`config.mk`:
```
export PLATFORM = sky130hd
export DESIGN_NAME = spq_cell
export DESIGN_NICKNAME = d
export VERILOG_FILES = /design/src/rtl/spq_pkg.sv /design/src/rtl/spq_cell.sv
export SDC_FILE = /design/constraint.sdc
export NUM_CORES = 1
export LEC_CHECK = 0
export ABC_AREA = 1
export BUFFER_PORTS_ARGS = -buffer_cell sky130_fd_sc_hd__buf_4
export CORE_MARGIN = 2
export CORE_UTILIZATION = 43
export DETAILED_ROUTE_END_ITERATION = 10
export GPL_TIMING_DRIVEN = 1
export PLACE_DENSITY = 0.93
export SLEW_MARGIN = 20
export SYNTH_ARGS = -nofsm -noshare
export SYNTH_HDL_FRONTEND = slang
export SYNTH_SLANG_ARGS = --single-unit
```
`constraint.sdc`:
```
create_clock -name clock -period 2 [get_ports clock]
set_clock_uncertainty 0.05 [all_clocks]
set_input_delay 0.1 -clock clock [delete_from_list [all_inputs] [get_ports clock]]
set_output_delay 0.1 -clock clock [all_outputs]
set_load 0.01 [all_outputs]
```
`src/rtl/spq_pkg.sv`:
```
package spq_pkg;

   localparam int SPQ_CAPACITY = 64;
   localparam int VALUE_W      = 32;
   localparam int OP_W         = 3;
   localparam int POS_W        = 6;
   localparam int STATUS_W     = 2;
   localparam int RANK_W       = 6;
   localparam int OCC_W        = 7;

   typedef enum logic [OP_W-1:0] {
      OP_INSERT       = 3'd0,
      OP_POP          = 3'd1,
      OP_REMOVE_RANK  = 3'd2,
      OP_SEARCH       = 3'd3,
      OP_REMOVE_VALUE = 3'd4
   } op_type;

   typedef enum logic [STATUS_W-1:0] {
      STATUS_OK      = 2'd0,
      STATUS_FULL    = 2'd1,
      STATUS_EMPTY   = 2'd2,
      STATUS_MISSING = 2'd3
   } status_type;

   typedef enum logic {
      CTRL_IDLE,
      CTRL_APPLY
   } ctrl_state_type;

   // What every cell does at the apply edge.
   typedef enum logic [1:0] {
      MODE_HOLD,
      MODE_INSERT,
      MODE_SHIFT_POS,
      MODE_SHIFT_VAL
   } cell_mode_type;

   typedef struct packed {
      cell_mode_type             mode;
      logic signed [VALUE_W-1:0] value;
      logic [POS_W-1:0]          pos;
   } cell_cmd_type;

endpackage

```
`src/rtl/spq_cell.sv`:
```
module spq_cell
   import spq_pkg::*;
#(
   parameter int INDEX = 0
) (
   input  logic                      clock,
   input  logic                      reset,
   input  logic                      capture,
   input  logic signed [VALUE_W-1:0] req_value,
   input  cell_cmd_type              cmd,
   input  logic signed [VALUE_W-1:0] prev_value,
   input  logic                      prev_live,
   input  logic                      prev_ge,
   input  logic signed [VALUE_W-1:0] next_value,
   input  logic                      next_live,
   output logic signed [VALUE_W-1:0] value,
   output logic                      live,
   output logic                      ge,
   output logic                      eq
);

   logic signed [VALUE_W-1:0] value_ff, value_in;
   logic                      live_ff, live_in;
   logic                      ge_ff, eq_ff;
   logic                      at_pos;
   logic                      before_match;

   assign at_pos       = (INDEX >= int'(cmd.pos));
   // Entries strictly greater than the search value stay put.
   assign before_match = ge_ff && !eq_ff;

   always_comb begin
      value_in = value_ff;
      live_in  = live_ff;
      case (cmd.mode)
         MODE_INSERT: begin
            if (!ge_ff) begin
               value_in = prev_ge ? cmd.value : prev_value;
               live_in  = prev_live;
            end
         end
         MODE_SHIFT_POS: begin
            if (at_pos) begin
               value_in = next_value;
               live_in  = next_live;
            end
         end
         MODE_SHIFT_VAL: begin
            if (!before_match) begin
               value_in = next_value;
               live_in  = next_live;
            end
         end
         default: begin
         end
      endcase
   end

   always_ff @(posedge clock) begin
      value_ff <= value_in;
      if (capture) begin
         ge_ff <= live_ff && (value_ff >= req_value);
         eq_ff <= live_ff && (value_ff == req_value);
      end
      if (reset) begin
         live_ff <= 1'b0;
      end else begin
         live_ff <= live_in;
      end
   end

   assign value = value_ff;
   assign live  = live_ff;
   assign ge    = ge_ff;
   assign eq    = eq_ff;

endmodule

```
Word-level counts from Yosys, hierarchy flattened
Cells that the tools add are included.
{"block": "totals", "ff_bits": 35, "input_bits": 142, "wordCells": 28}
{"block": "op_classes", "reduce_logical": 6, "muxes": 9, "n_lt_le_gt_ge": 2, "n_eq_ne": 7}
{"operator": "$mux W32", "n": 4}
{"operator": "$pmux W32 S3", "n": 1}
{"operator": "$eq A32 B32 Y1", "n": 1}
{"operator": "$ge A32 B32 Y1", "n": 1}
{"operator": "$ge A1 B6 Y1 const A", "n": 1}
{"operator": "$ne A2 B2 Y1 const B", "n": 3}
{"operator": "$eq A2 B2 Y1 const B", "n": 2}
{"operator": "$reduce_and A4 Y1", "n": 1}
{"operator": "$logic_and A1 B1 Y1", "n": 3}
{"operator": "$mux W1", "n": 3}
{"operator": "$pmux W1 S3", "n": 1}
{"operator": "$reduce_bool A3 Y1", "n": 1}
{"operator": "$eq A2 B1 Y1 const B", "n": 1}
{"operator": "$logic_not A1 Y1", "n": 1}

Longest topological paths before layout
{"block": "logic_depth", "ltp_word": 4, "ltp_mapped": 16}

Worst setup path after synthesis
No wires, ideal clock.
{"block": "synth_timing", "kind": "reg-to-reg", "start": "register value_ff[31] (netlist: value[31])", "end": "register ge_ff (netlist: ge), data pin", "stages_incl_launch_ff": 11, "n_path_buf": 0, "arrival_ns": 1.450, "period_less_slack_ns": 1.753, "setup_ns": 0.253, "path_slack_ns": 0.247, "cell_sequence": "edfxtp_1 ha_1 nand2_2 nor2_2 nand2_2 nor4_4 nand2_1 nand2_1 nand2_1 nand3_1 nand2_1"}
{"block": "synth_via", "elab_chain_cells": 2}
{"element": "start: declaration", "line": "spq_cell.sv:22", "rtl": "logic signed [VALUE_W-1:0] value_ff, value_in;"}
{"element": "start signal: assignment", "line": "spq_cell.sv:60", "rtl": "value_ff <= value_in;"}
{"element": "$ge A32 B32 Y1", "line": "spq_cell.sv:62", "rtl": "ge_ff <= live_ff && (value_ff >= req_value);"}
{"element": "$logic_and A1 B1 Y1", "line": "spq_cell.sv:62"}
{"element": "end signal: assignment", "line": "spq_cell.sv:62"}
{"element": "end: declaration", "line": "spq_cell.sv:24", "rtl": "logic ge_ff, eq_ff;"}
Every way passes these cells.
A chain may end at the register's enable or synchronous reset.

Final worst setup path
Ends and elaborated chain as after synthesis.

==> impl_metrics.json <==
{
  "p_leak_nw": 2.15,
  "r2r_slack_ns": 0.18,
  "max_freq_mhz": 550,
  "cp.arrival_ns": 1.81,
  "r2r_start": "value[31]",
  "synth_area_mm2": 0.00264,
  "fp.dieH_um": 82.3,
  "firstDrtPassIters": 4,
  "yosys_warnings": 0,
  "totalWireLength_um": 8610,
  "nets": 682,
  "synth-seq-cells": 35,
  "grt_first_pass_wirelength_um": 12800,
  "tightestPinTransition_ns": 0.581,
  "place_inst": 574,
  "grt.overflow.total": 0,
  "cts_sinks": 35,
  "cts_buffer_depth": 2,
  "antenna_cells": 0,
  "finalMaxSlewViolations": 0,
  "irDropWorstVdd_mv": 0.364,
  "finalNonFillerCells": 584,
  "crit_top_cell": "nand2_1",
  "final_layout_size_suffix_gt1_share_pct": 38.9,
  "max_cap_viol_count": 0,
  "viasPerCell": 5.12,
  "yosysUniqueCellTypes": 28,
  "cts_made_buffers": 5,
  "rsz0062_at_grt": "no",
  "ys_seq_area_share_pct": 39.4,
  "powerDensity_mw_per_mm2": 506,
  "holdPathEnd": "value[8]",
  "cts_tree": "yes",
  "hold_path_class": "in2reg",
  "finalCritPeriodShare_pct": 90.9,
  "grt_max_degree": 35,
  "antenna_found_initial": 0,
  "dieArea_mm2": 0.00678,
  "first_global_vias": 2997,
  "path_max_fanout": 4,
  "insertion_delay_ns": 0.28,
  "cpMaxStageDelayCell": "edfxtp_1",
  "hold_violations": 0,
  "clkTransAtPathRegs_ns": 0.07,
  "setup_viol": 0,
  "r2r_cells": 10,
  "drt.antenna.violating_nets": 0,
  "cp-start-kind": "register",
  "rows": 28,
  "area_growth_syn_to_layout_pct": 57.2,
  "whs_ns": 0.0873,
  "whs_path_depth": 3,
  "initial_core_util_pct": 44.6,
  "pin_count": 177,
  "worst_r2r_endpoint": "ge",
  "status": "completed",
  "hpwl_um": 6760,
  "crit_chain": "ha_4 -> nand2_2 -> nor2_2 -> nand2_2 -> nor4_4 -> nand2_1 -> nand2_1 -> nand2_1 -> nand3_1 -> nand2_1",
  "syn_nets": 508,
  "min_from": "next_value[8]",
  "cts_root_buffer": "clkbuf_8",
  "avgSynthCellArea_um2": 7.90,
  "htreeDepth": 2,
  "wire_per_inst_um": 14.7,
  "port_buffers": 176,
  "vias": 2989,
  "drt-initial-drc-count": 76,
  "place_congestion": 0.885,
  "post-cts-setup-buffers": 0,
  "path_class": "reg2reg",
  "setup-tns-final_ns": 0,
  "track_usage_pct": 24.7,
  "core_mm2": 0.00592,
  "fin_crit_ns": 1.82,
  "slowest_delay_ns": 0.44,
  "max_slew_margin_pct": 61.2,
  "die_w_um": 82.3,
  "critPathCaptureType": "register",
  "syn_inst": 334,
  "route.detailed.drc": 0,
  "critPathRequiredTime_ns": 1.99
}
-- cells in the mapped netlist --
cell type / n / area, µm²
dfxtp_1: 1 / 20.0
a21o_1: 1 / 7.51
and3_1: 1 / 6.26
nand4_1: 2 / 12.5
o21a_2: 1 / 8.76
nand3_1: 4 / 20.0
nor2_2: 1 / 6.26
nor2_1: 39 / 146
nand2_1: 68 / 255
nand4_2: 1 / 12.5
inv_1: 42 / 158
edfxtp_1: 34 / 1020
ha_1: 32 / 400
o21a_1: 1 / 7.51
inv_2: 2 / 7.51
o21ai_0: 2 / 10.0
clkbuf_1: 11 / 41.3
nand2_2: 3 / 18.8
a211oi_2: 1 / 12.5
nor4_1: 2 / 12.5
nor3_1: 1 / 5.00
a21oi_1: 78 / 390
buf_1: 1 / 3.75
buf_2: 1 / 5.00
mux2i_1: 1 / 10.0
buf_4: 1 / 7.51
nand2_4: 1 / 11.3
nor4_4: 1 / 21.3
-- power breakdown --
part	switching (W)	internal (W)
logic	0.000320	0.000371
clock network	0.000254	0.000245
registers	0.0000333	0.000874
-- kinds of logic (layout without fill, tap and decap cells) --
| family | Yosys count | in the layout | synth area share, % |
|---|---|---|---|
| AO/OA/AOI/OAI | 84 | 84 | 16.5 |
| adder cells (fa/ha/maj) | 32 | 32 | 15.2 |
| buffers and inverters | 58 | 233 | 8.44 |
| flip-flops | 35 | 35 | 39.5 |
| multiplexers | 1 | 1 | 0.379 |
| AND/OR/NAND/NOR | 124 | 124 | 20.0 |
-- worst max path at each step --
stage,end,from,cells after the start
after global routing,ge,value[31],10
after detailed placement,ge,value[31],10
after floorplan,ge,value[31],10
final,ge,value[31],10
after global placement,ge,value[25],10
after CTS,ge,value[31],10
-- registers in the layout (all words and copies together), names as in the netlist --
name and count:
eq 1, ge 1, live 1, value 32
-- through the flow --
| step | area (µm²) | util (%) | worst slack (ns) | power, W |
|---|---|---|---|---|
| after floorplan | 2640 | - | 0.247 | 0.00123 |
| after global placement | 4030 | 68.1 | 0.170 | 0.00157 |
| after detailed placement | 4030 | 68.1 | 0.115 | 0.00161 |
| after CTS | 4130 | 69.8 | 0.100 | 0.00211 |
| after global routing | 4150 | 70.1 | 0.00287 | 0.00222 |
| final | 4150 | 70.1 | 0.182 | 0.00210 |
-- cells in the final DEF, fill, tap and decap left out, types with 3 or more instances in the layout --
cell and n:
a21oi_1 78, buf_4 178, clkbuf_8 5, edfxtp_1 34
ha_1 31, inv_1 42, nand2_1 68, nand2_2 3
nand3_1 4, nor2_1 38
-- layer usage --
metal  share of wire (%)  global-route usage, %
met1                  37                   26.8
met2                  53                   46.9
met3                 8.3                   4.57
met4                 1.8                   9.67
met5                   0                      0
-- worst max-delay path, delay by kind of cell, from the launching register on --
| kind | cells | cell delay [ns] |
|---|---|---|
| flops | 1 | 0.44 |
| fa+ha+maj | 1 | 0.31 |
| simple gates | 9 | 0.78 |
-- area by class of cell --
type | count | area, µm²
flip-flops and latches | 35 | 1040
fillers | 471 | 1770
inverters | 44 | 165
multi-input cells | 241 | 1390
well taps | 75 | 93.8
clock inverters | 1 | 5.00
clock buffers | 7 | 76.3
repair buffers | 181 | 1380
-- repair_timing --
item,4_1_cts,5_1_grt
endpoints found under the setup margin,0,1
endpoints found under the hold margin,3,0
resized for setup,0,2
hold buffers,2,0
Power figures use the tool's default switching activity.
