$ cat src/rtl/spq_pkg.sv
package spq_pkg;

   localparam int SPQ_CAPACITY = 64;
   localparam int VALUE_W      = 32;
   localparam int OP_W         = 3;
   localparam int POS_W        = 6;
   localparam int STATUS_W     = 2;
   localparam int RANK_W       = 6;
   localparam int OCC_W        = 7;

   typedef enum logic [OP_W-1:0] {
      OP_INSERT       = 3'd0,
      OP_POP          = 3'd1,
      OP_REMOVE_RANK  = 3'd2,
      OP_SEARCH       = 3'd3,
      OP_REMOVE_VALUE = 3'd4
   } op_type;

   typedef enum logic [STATUS_W-1:0] {
      STATUS_OK      = 2'd0,
      STATUS_FULL    = 2'd1,
      STATUS_EMPTY   = 2'd2,
      STATUS_MISSING = 2'd3
   } status_type;

   typedef enum logic {
      CTRL_IDLE,
      CTRL_APPLY
   } ctrl_state_type;

   // What every cell does at the apply edge.
   typedef enum logic [1:0] {
      MODE_HOLD,
      MODE_INSERT,
      MODE_SHIFT_POS,
      MODE_SHIFT_VAL
   } cell_mode_type;

   typedef struct packed {
      cell_mode_type             mode;
      logic signed [VALUE_W-1:0] value;
      logic [POS_W-1:0]          pos;
   } cell_cmd_type;

endpackage

$ cat src/rtl/spq_ctrl.sv
module spq_ctrl
   import spq_pkg::*;
#(
   parameter int CAPACITY = SPQ_CAPACITY
) (
   input  logic                      clock,
   input  logic                      reset,
   input  logic                      req_valid,
   output logic                      req_stall,
   input  logic [OP_W-1:0]           req_operation,
   input  logic signed [VALUE_W-1:0] req_value,
   input  logic [POS_W-1:0]          req_position,
   output logic                      rsp_valid,
   input  logic                      rsp_stall,
   output logic [STATUS_W-1:0]       rsp_status,
   output logic signed [VALUE_W-1:0] rsp_popped_value,
   output logic [RANK_W-1:0]         rsp_found_rank,
   output logic [OCC_W-1:0]          rsp_occupancy,
   output logic                      capture,
   output cell_cmd_type              cmd,
   input  logic [CAPACITY-1:0]       ge_vec,
   input  logic [CAPACITY-1:0]       eq_vec,
   input  logic [CAPACITY-1:0]       live_vec,
   input  logic signed [VALUE_W-1:0] head_value
);

   localparam int CNT_W = $clog2(CAPACITY + 1);
   localparam int CMP_W = (CNT_W > POS_W) ? CNT_W : POS_W;

   ctrl_state_type            state_ff, state_in;
   logic [OP_W-1:0]           op_ff;
   logic signed [VALUE_W-1:0] value_ff;
   logic [POS_W-1:0]          pos_ff;
   logic [CNT_W-1:0]          count_ff, count_in;

   logic                      rsp_valid_ff, rsp_valid_in;
   logic [STATUS_W-1:0]       status_ff;
   logic signed [VALUE_W-1:0] popped_ff;
   logic [RANK_W-1:0]         rank_ff;
   logic [OCC_W-1:0]          occ_ff;

   logic                      out_free, finish, found, full, empty, pos_bad;
   logic [CAPACITY-1:0]       gt_vec, boundary;
   logic [RANK_W-1:0]         rank_enc;
   status_type                status_calc;
   logic signed [VALUE_W-1:0] popped_calc;
   logic [RANK_W-1:0]         rank_calc;

   assign out_free = !rsp_valid_ff || !rsp_stall;
   assign finish   = (state_ff == CTRL_APPLY) && out_free;
   assign capture  = req_valid && !req_stall;
   assign req_stall = reset || (state_ff != CTRL_IDLE);

   assign found    = |eq_vec;
   assign gt_vec   = ge_vec & ~eq_vec;
   assign boundary = gt_vec & ~(gt_vec >> 1);
   assign full     = (count_ff == CNT_W'(CAPACITY));
   assign empty    = (count_ff == '0);
   assign pos_bad  = (CMP_W'(pos_ff) >= CMP_W'(count_ff));

   always_comb begin
      rank_enc = '0;
      for (int i = 0; i < CAPACITY; i++) begin
         if (boundary[i]) begin
            rank_enc = rank_enc | RANK_W'(i + 1);
         end
      end
   end

   always_comb begin
      state_in    = state_ff;
      count_in    = count_ff;
      status_calc = STATUS_OK;
      popped_calc = '0;
      rank_calc   = '0;
      cmd.mode    = MODE_HOLD;
      cmd.value   = value_ff;
      cmd.pos     = pos_ff;
      case (state_ff)
         CTRL_IDLE: begin
            if (capture) begin
               state_in = CTRL_APPLY;
            end
         end
         CTRL_APPLY: begin
            case (op_ff)
               OP_INSERT: begin
                  if (full) begin
                     status_calc = STATUS_FULL;
                  end else begin
                     cmd.mode = MODE_INSERT;
                     count_in = count_ff + 1'b1;
                  end
               end
               OP_POP: begin
                  if (empty) begin
                     status_calc = STATUS_EMPTY;
                  end else begin
                     popped_calc = head_value;
                     cmd.mode    = MODE_SHIFT_POS;
                     cmd.pos     = '0;
                     count_in    = count_ff - 1'b1;
                  end
               end
               OP_REMOVE_RANK: begin
                  if (pos_bad) begin
                     status_calc = STATUS_MISSING;
                  end else begin
                     cmd.mode = MODE_SHIFT_POS;
                     count_in = count_ff - 1'b1;
                  end
               end
               OP_SEARCH: begin
                  if (found) begin
                     rank_calc = rank_enc;
                  end else begin
                     status_calc = STATUS_MISSING;
                  end
               end
               OP_REMOVE_VALUE: begin
                  if (found) begin
                     rank_calc = rank_enc;
                     cmd.mode  = MODE_SHIFT_VAL;
                     count_in  = count_ff - 1'b1;
                  end else begin
                     status_calc = STATUS_MISSING;
                  end
               end
               default: begin
               end
            endcase
            if (!out_free) begin
               cmd.mode = MODE_HOLD;
               count_in = count_ff;
            end else begin
               state_in = CTRL_IDLE;
            end
         end
         default: begin
            state_in = CTRL_IDLE;
         end
      endcase
   end

   always_comb begin
      rsp_valid_in = rsp_valid_ff;
      if (finish) begin
         rsp_valid_in = 1'b1;
      end else if (!rsp_stall) begin
         rsp_valid_in = 1'b0;
      end
   end

   always_ff @(posedge clock) begin
      if (capture) begin
         op_ff    <= req_operation;
         value_ff <= req_value;
         pos_ff   <= req_position;
      end
      if (finish) begin
         status_ff <= status_calc;
         popped_ff <= popped_calc;
         rank_ff   <= rank_calc;
         occ_ff    <= OCC_W'(count_in);
      end
      if (reset) begin
         state_ff     <= CTRL_IDLE;
         count_ff     <= '0;
         rsp_valid_ff <= 1'b0;
      end else begin
         state_ff     <= state_in;
         count_ff     <= count_in;
         rsp_valid_ff <= rsp_valid_in;
      end
   end

   assign rsp_valid        = rsp_valid_ff;
   assign rsp_status       = status_ff;
   assign rsp_popped_value = popped_ff;
   assign rsp_found_rank   = rank_ff;
   assign rsp_occupancy    = occ_ff;

   a_count_bound : assert property (@(posedge clock) disable iff (reset)
      count_ff <= CNT_W'(CAPACITY))
      else $error("live count above capacity");

   a_live_matches_count : assert property (@(posedge clock) disable iff (reset)
      $countones(live_vec) == int'(count_ff))
      else $error("cell live bits disagree with live count");

   a_live_prefix : assert property (@(posedge clock) disable iff (reset)
      ((live_vec >> 1) & ~live_vec) == '0)
      else $error("live cells are not a contiguous prefix");

   a_finish_shows_result : assert property (@(posedge clock) disable iff (reset)
      finish |=> rsp_valid_ff)
      else $error("completed operation did not raise a result");

   a_count_step : assert property (@(posedge clock) disable iff (reset)
      !finish |=> $stable(count_ff))
      else $error("live count moved outside an apply edge");

endmodule

$ cat config.mk
export PLATFORM = sky130hd
export DESIGN_NAME = spq_ctrl
export DESIGN_NICKNAME = d
export VERILOG_FILES = /design/src/rtl/spq_pkg.sv /design/src/rtl/spq_ctrl.sv
export SDC_FILE = /design/constraint.sdc
export NUM_CORES = 1
export LEC_CHECK = 0
export BUFFER_PORTS_ARGS = -buffer_cell sky130_fd_sc_hd__buf_2
export CORE_AREA = 2 2 140 142
export DETAILED_ROUTE_END_ITERATION = 10
export DIE_AREA = 0 0 142 144
export PLACE_DENSITY_LB_ADDON = 0.25
export SYNTH_ARGS = -nofsm -noshare
export SYNTH_HDL_FRONTEND = slang
export SYNTH_SLANG_ARGS = --single-unit
$ cat constraint.sdc
create_clock -name clock -period 7.03 [get_ports clock]
set_clock_uncertainty 0.05 [all_clocks]
set_input_delay 1.0545 -clock clock [delete_from_list [all_inputs] [get_ports clock]]
set_output_delay 1.0545 -clock clock [all_outputs]
set_load 0.01 [all_outputs]
Word level (Yosys, flattened, before mapping)
Cells that the tools add are included.
{"block": "word_totals", "reg_bits": 97, "input_bits": 269, "elab_cells": 176}
{"block": "classes", "add_sub_neg": 2, "magnitude_cmp": 1, "n_eq_ne": 8, "muxes": 139, "bitwise_logic": 5, "n_reduce_logical": 11}
{"cell": "2-to-1 mux 6 bit", "n": 44}
{"cell": "2-to-1 mux 32 bit", "n": 5}
{"cell": "2-to-1 mux 7 bit", "n": 16}
{"cell": "2-to-1 mux 5 bit", "n": 16}
{"cell": "AND 64 bit", "n": 1}
{"cell": "inverter 64 bit", "n": 1}
{"cell": "OR reduction 64 bit", "n": 1}
{"cell": "AND 63 bit", "n": 1}
{"cell": "inverter 63 bit", "n": 1}
{"cell": "2-to-1 mux 2 bit", "n": 31}
{"cell": "2-to-1 mux 4 bit", "n": 8}
{"cell": "one-hot mux 7 bit (4 select lines)", "n": 1}
{"cell": "2-to-1 mux 3 bit", "n": 4}
{"cell": "one-hot mux 6 bit (2 select lines)", "n": 1}
{"cell": "2-to-1 mux 1 bit", "n": 10}
{"cell": "one-hot mux 2 bit (5 select lines)", "n": 1}
{"cell": "one-hot mux 2 bit (4 select lines)", "n": 1}
{"cell": "adder 7 x 1 -> 7 bit (second input constant)", "n": 1}
{"cell": "equality test 7 bit (second input constant)", "n": 1}
{"cell": ">= comparator 6 x 7 -> 1 bit", "n": 1}
{"cell": "zero test 7 bit", "n": 1}
{"cell": "subtractor 7 x 1 -> 7 bit (second input constant)", "n": 1}
{"cell": "equality test 3 x 2 -> 1 bit (second input constant)", "n": 2}
{"cell": "inequality test 2 x 1 -> 1 bit (second input constant)", "n": 2}
{"cell": "10 further kinds", "n": 14}

Logic depth before layout (Yosys ltp)
{"block": "logic_depth", "word_depth": 72, "depth_mapped": 9, "depth_no_buf": 8}

Least setup slack after synthesis
OpenSTA, ideal clock, no wires.
{"block": "synth_timing", "path_kind": "input port to output port", "start": "in rsp_stall", "end": "out cmd[38] in the netlist's numbering", "t_arrival_ns": 4.460, "slack_ns": 1.465, "cell_stages": 3, "path_buffers": 0, "cell_sequence": "a21boi_1 -> o21ai_1 -> nor2_1"}
{"element": "from (decl)", "line_no": "spq_ctrl.sv:14", "rtl": "input logic rsp_stall,"}
{"element": "to (decl)", "line_no": "spq_ctrl.sv:20", "rtl": "output cell_cmd_type cmd,"}

==> results summary <==
The run finished with clean final reports. The largest stage delay on the critical path came out at about 0.65 ns. After the first detailed-routing iteration, the DRC count stood at 257. The final total negative setup slack is 0 ns.

Counting flops and latches in the post-synthesis netlist gives 97. The number of instances in the synthesized netlist came out at 479. The hold violation total from the final report came out at 0. The leakage component of the power came out at roughly 3.1 nW. The mean number of vias per cell is 4.812.

In the synthesized netlist the dominant register cell turns out to be sky130_fd_sc_hd__edfxtp_1. The total number of H-tree levels is 3. The number of gates resized after cts came out at 0. Synthesis produced a netlist with a net count of 756.

Across all layers, the routed design uses 4889 vias. The starting density of the core is 0.2713. Entering global routing, the biggest net connects just under 50 pins. The worst setup path is launched from a primary input. The final-report max-slew violation count is 0. After synthesis the cells add up to 5176 µm². The total clock buffers created by CTS is 9.

The via count of the first global-routing pass was 4566. The slowest stage of the critical path is the sky130_fd_sc_hd__nor4_1 cell. Setup repair after global routing left no endpoint under its margin. The maximum fanout along the worst path came out at 4. The clock period minus worst slack is about 4.3 ns. The total wirelength of the detailed-routed design is approximately 16000 µm. At the pin with the least slew margin, the transition time is 1.105 ns.

The sum of buffers and inverters on the critical path came out at 2. The final-report setup violation count is 0. The post-route core utilization is 0.3794. The antenna violation net count after detailed routing is 0. The share of post-route cells with drive strength above 1 is 0.4234. Across every metal layer, demand over resource in global routing totals 0.1523. The number of flops mapped to enable cells by yosys came out at 88. The top cell types in the final layout, fill and taps aside, are 294 x sky130_fd_sc_hd__buf_2, 88 x sky130_fd_sc_hd__edfxtp_1, 37 x sky130_fd_sc_hd__nor2b_1, 35 x sky130_fd_sc_hd__nand2b_1, 33 x sky130_fd_sc_hd__and3_1.

The path class of the tightest hold or removal check is register to register. Port buffering added 294 buffers. The number of warning messages in the yosys log is 0.

VDD sags by at most 0.09451 mV. Dividing the detail-routed wire length by the instance count gives 16.02 µm. The signal on the critical path passes through buf_2 > nor4_1 > nand4_1 > or4_1 > a21oi_1 > nor2_1 > buf_2. Routability-driven placement finished with a final weighted congestion of between 0.8 and 0.9. The worst setup path is of the primary input to output pin kind. Based on the critical path, the design can be clocked at up to 233.8 MHz. TritonCTS built the clock tree. The number of sinks handled by clock tree synthesis came out at 97. The max-slew headroom at the worst pin is 0.2622.

The width of the die is between 100 and 150 µm. The root buffer cell is sky130_fd_sc_hd__clkbuf_16. The signed area change from the synthesized netlist to the final layout came out at 39.86%. The required time of the critical path is just under 6 ns.

The total overflow reported by the global router came out at 0. After clock tree synthesis, the setup repair step added 0 buffers. In the routed design, unresolved DRC markers number 0. The number of nets in the layout came out at 1049. The number of max-cap violations is 0. The power density normalized to cell area is 192.2 nW/µm².

The I/O pin total is 359. The cell family with the largest share of critical-path delay is simple AND/OR/NAND/NOR gates. The post-synthesis async set-or-reset flop share is 0. In the finished design, the share of the clock period the worst path needs comes to 0.6085. Dividing the synthesized area by the synthesized cell count gives 10.81 µm². The element type at the critical path end is an output pin.

The detailed-routing iteration count for the pre-antenna-repair pass came out at 5. The half-perimeter wire length of the detailed placement result came out at 13290 µm. By instance count, the cell type seen most on the critical path is sky130_fd_sc_hd__buf_2. For the worst-skew pair, the clock arrives at the later sink with an insertion delay of 0.35 ns. Measured along the y axis, the die boundary spans between 100 and 150 µm.

The area enclosed by the die boundary came out at 20450 µm². The first-pass GRT wire length is 24150 µm. The sequential share of the synthesized area came out at 0.5453. The number of antenna violations at the first check in global routing was 0. The distinct cell type count of the synthesized netlist came out at 64. The arrival time at the worst endpoint is roughly 3.2 ns. The most common cell after layout, fill and taps aside is sky130_fd_sc_hd__buf_2.

The clock-pin slew on the worst setup and hold paths is 0.07 ns. The core region is 19080 µm². Buffers inserted to repair hold after CTS numbered 0. In this run the core area contains 51 standard-cell rows. The worst-case clock buffer depth is 2.
[layout make-up]
class	instances	area (µm²)
Timing Repair Buffer	297	1494
Multi-Input combinational cell	344	2218
Tap cell	238	297.8
Inverter	23	86.33
Sequential cell	97	2823
Fill cell	1939	11840
Antenna cell	1	2.502
Clock buffer	9	225.2
Clock inverter	7	92.59
[sequential cells by signal, summed over array words and instances, names as in the netlist]
register,count
rsp_popped_value,32
value_ff,32
count_ff,7
rsp_occupancy,7
pos_ff,6
rsp_found_rank,6
op_ff,3
rsp_status,2
rsp_valid,1
state_ff,1
[cells by family after synthesis]
| family | Yosys count | synth area share |
|---|---|---|
| simple gates | 238 | 0.2695 |
| fa+ha+maj | 8 | 0.01934 |
| xor+xnor | 1 | 0.001692 |
| buf+inv | 38 | 0.03021 |
| flops | 97 | 0.5453 |
| compound gates | 97 | 0.1339 |
[cells in the mapped netlist (3+ instances only)]
cell type                   number  area, µm²
sky130_fd_sc_hd__or4_1           3      22.52
sky130_fd_sc_hd__a211o_1         4      35.03
sky130_fd_sc_hd__ha_1            8      100.1
sky130_fd_sc_hd__a21oi_1        21      105.1
sky130_fd_sc_hd__nand4_1         7      43.79
sky130_fd_sc_hd__o211ai_1        3      22.52
sky130_fd_sc_hd__nor2_1         22      82.58
sky130_fd_sc_hd__a2111oi_0       3      26.28
sky130_fd_sc_hd__dfxtp_1         9      180.2
sky130_fd_sc_hd__a311oi_1        3      26.28
sky130_fd_sc_hd__o32a_1          3      30.03
sky130_fd_sc_hd__nor4_1         23      143.9
sky130_fd_sc_hd__inv_1          23      86.33
sky130_fd_sc_hd__nand2_1        28      105.1
sky130_fd_sc_hd__a41oi_1         3      26.28
sky130_fd_sc_hd__nor2b_1        37      231.5
sky130_fd_sc_hd__o21ai_0        24      120.1
sky130_fd_sc_hd__clkbuf_1        8      30.03
sky130_fd_sc_hd__nand3_1        14      70.07
sky130_fd_sc_hd__and3_1         33      206.5
sky130_fd_sc_hd__o22ai_1         3      18.77
sky130_fd_sc_hd__edfxtp_1       88       2643
sky130_fd_sc_hd__a31oi_1         4      25.02
sky130_fd_sc_hd__nand2b_1       35      219.0
sky130_fd_sc_hd__or3_1           5      31.28
sky130_fd_sc_hd__nor3b_1         5      37.54
sky130_fd_sc_hd__buf_2           5      25.02
sky130_fd_sc_hd__nor3_1          9      45.04
[worst paths after layout]
kind	endpoint	from	slack, ns	depth (start not counted)
max	cmd[38]	eq_vec[23]	2.75	7
min	state_ff	rsp_valid	0.51	2
max reg2reg	rsp_occupancy[5]	state_ff	4.09	8
min reg2reg	state_ff	rsp_valid	0.51	2
[worst register-to-register path, cell delays in order (launching register included)]
cell and delay, ns:
sky130_fd_sc_hd__dfxtp_1 0.59, sky130_fd_sc_hd__buf_4 0.34, sky130_fd_sc_hd__a21boi_4 0.25, sky130_fd_sc_hd__buf_4 0.55
sky130_fd_sc_hd__o21a_1 0.38, sky130_fd_sc_hd__nand2_1 0.15, sky130_fd_sc_hd__or2_1 0.23, sky130_fd_sc_hd__o211a_1 0.15
sky130_fd_sc_hd__a21oi_1 0.12
[stage by stage]
stage	worst slack, ns	total power [mW]	std cells	hold WS (ns)	area, µm²
floorplan	1.465	0.7747	479	0.4776	5176
global placement	2.640	0.8848	999	0.4843	6919
detailed placement	2.682	0.8856	999	0.4971	6919
CTS	2.673	1.410	1015	0.5078	7237
global route	2.620	1.454	1015	0.5324	7237
finish	2.752	1.391	1016	0.5058	7239
[metal layers]
metal,GRT usage,vias to the layer above,wire [µm]
li1,-,2418,-
met1,0.1983,2247,7147
met2,0.2581,213,7931
met3,0.02947,11,1025
met4,0.04421,0,176
met5,0,-,0
[power breakdown]
part	internal [mW]	switching [mW]	total, mW
clock network	0.286	0.234	0.520
registers	0.654	0.00954	0.663
logic	0.0952	0.113	0.208
Power figures use the tool's default switching activity.
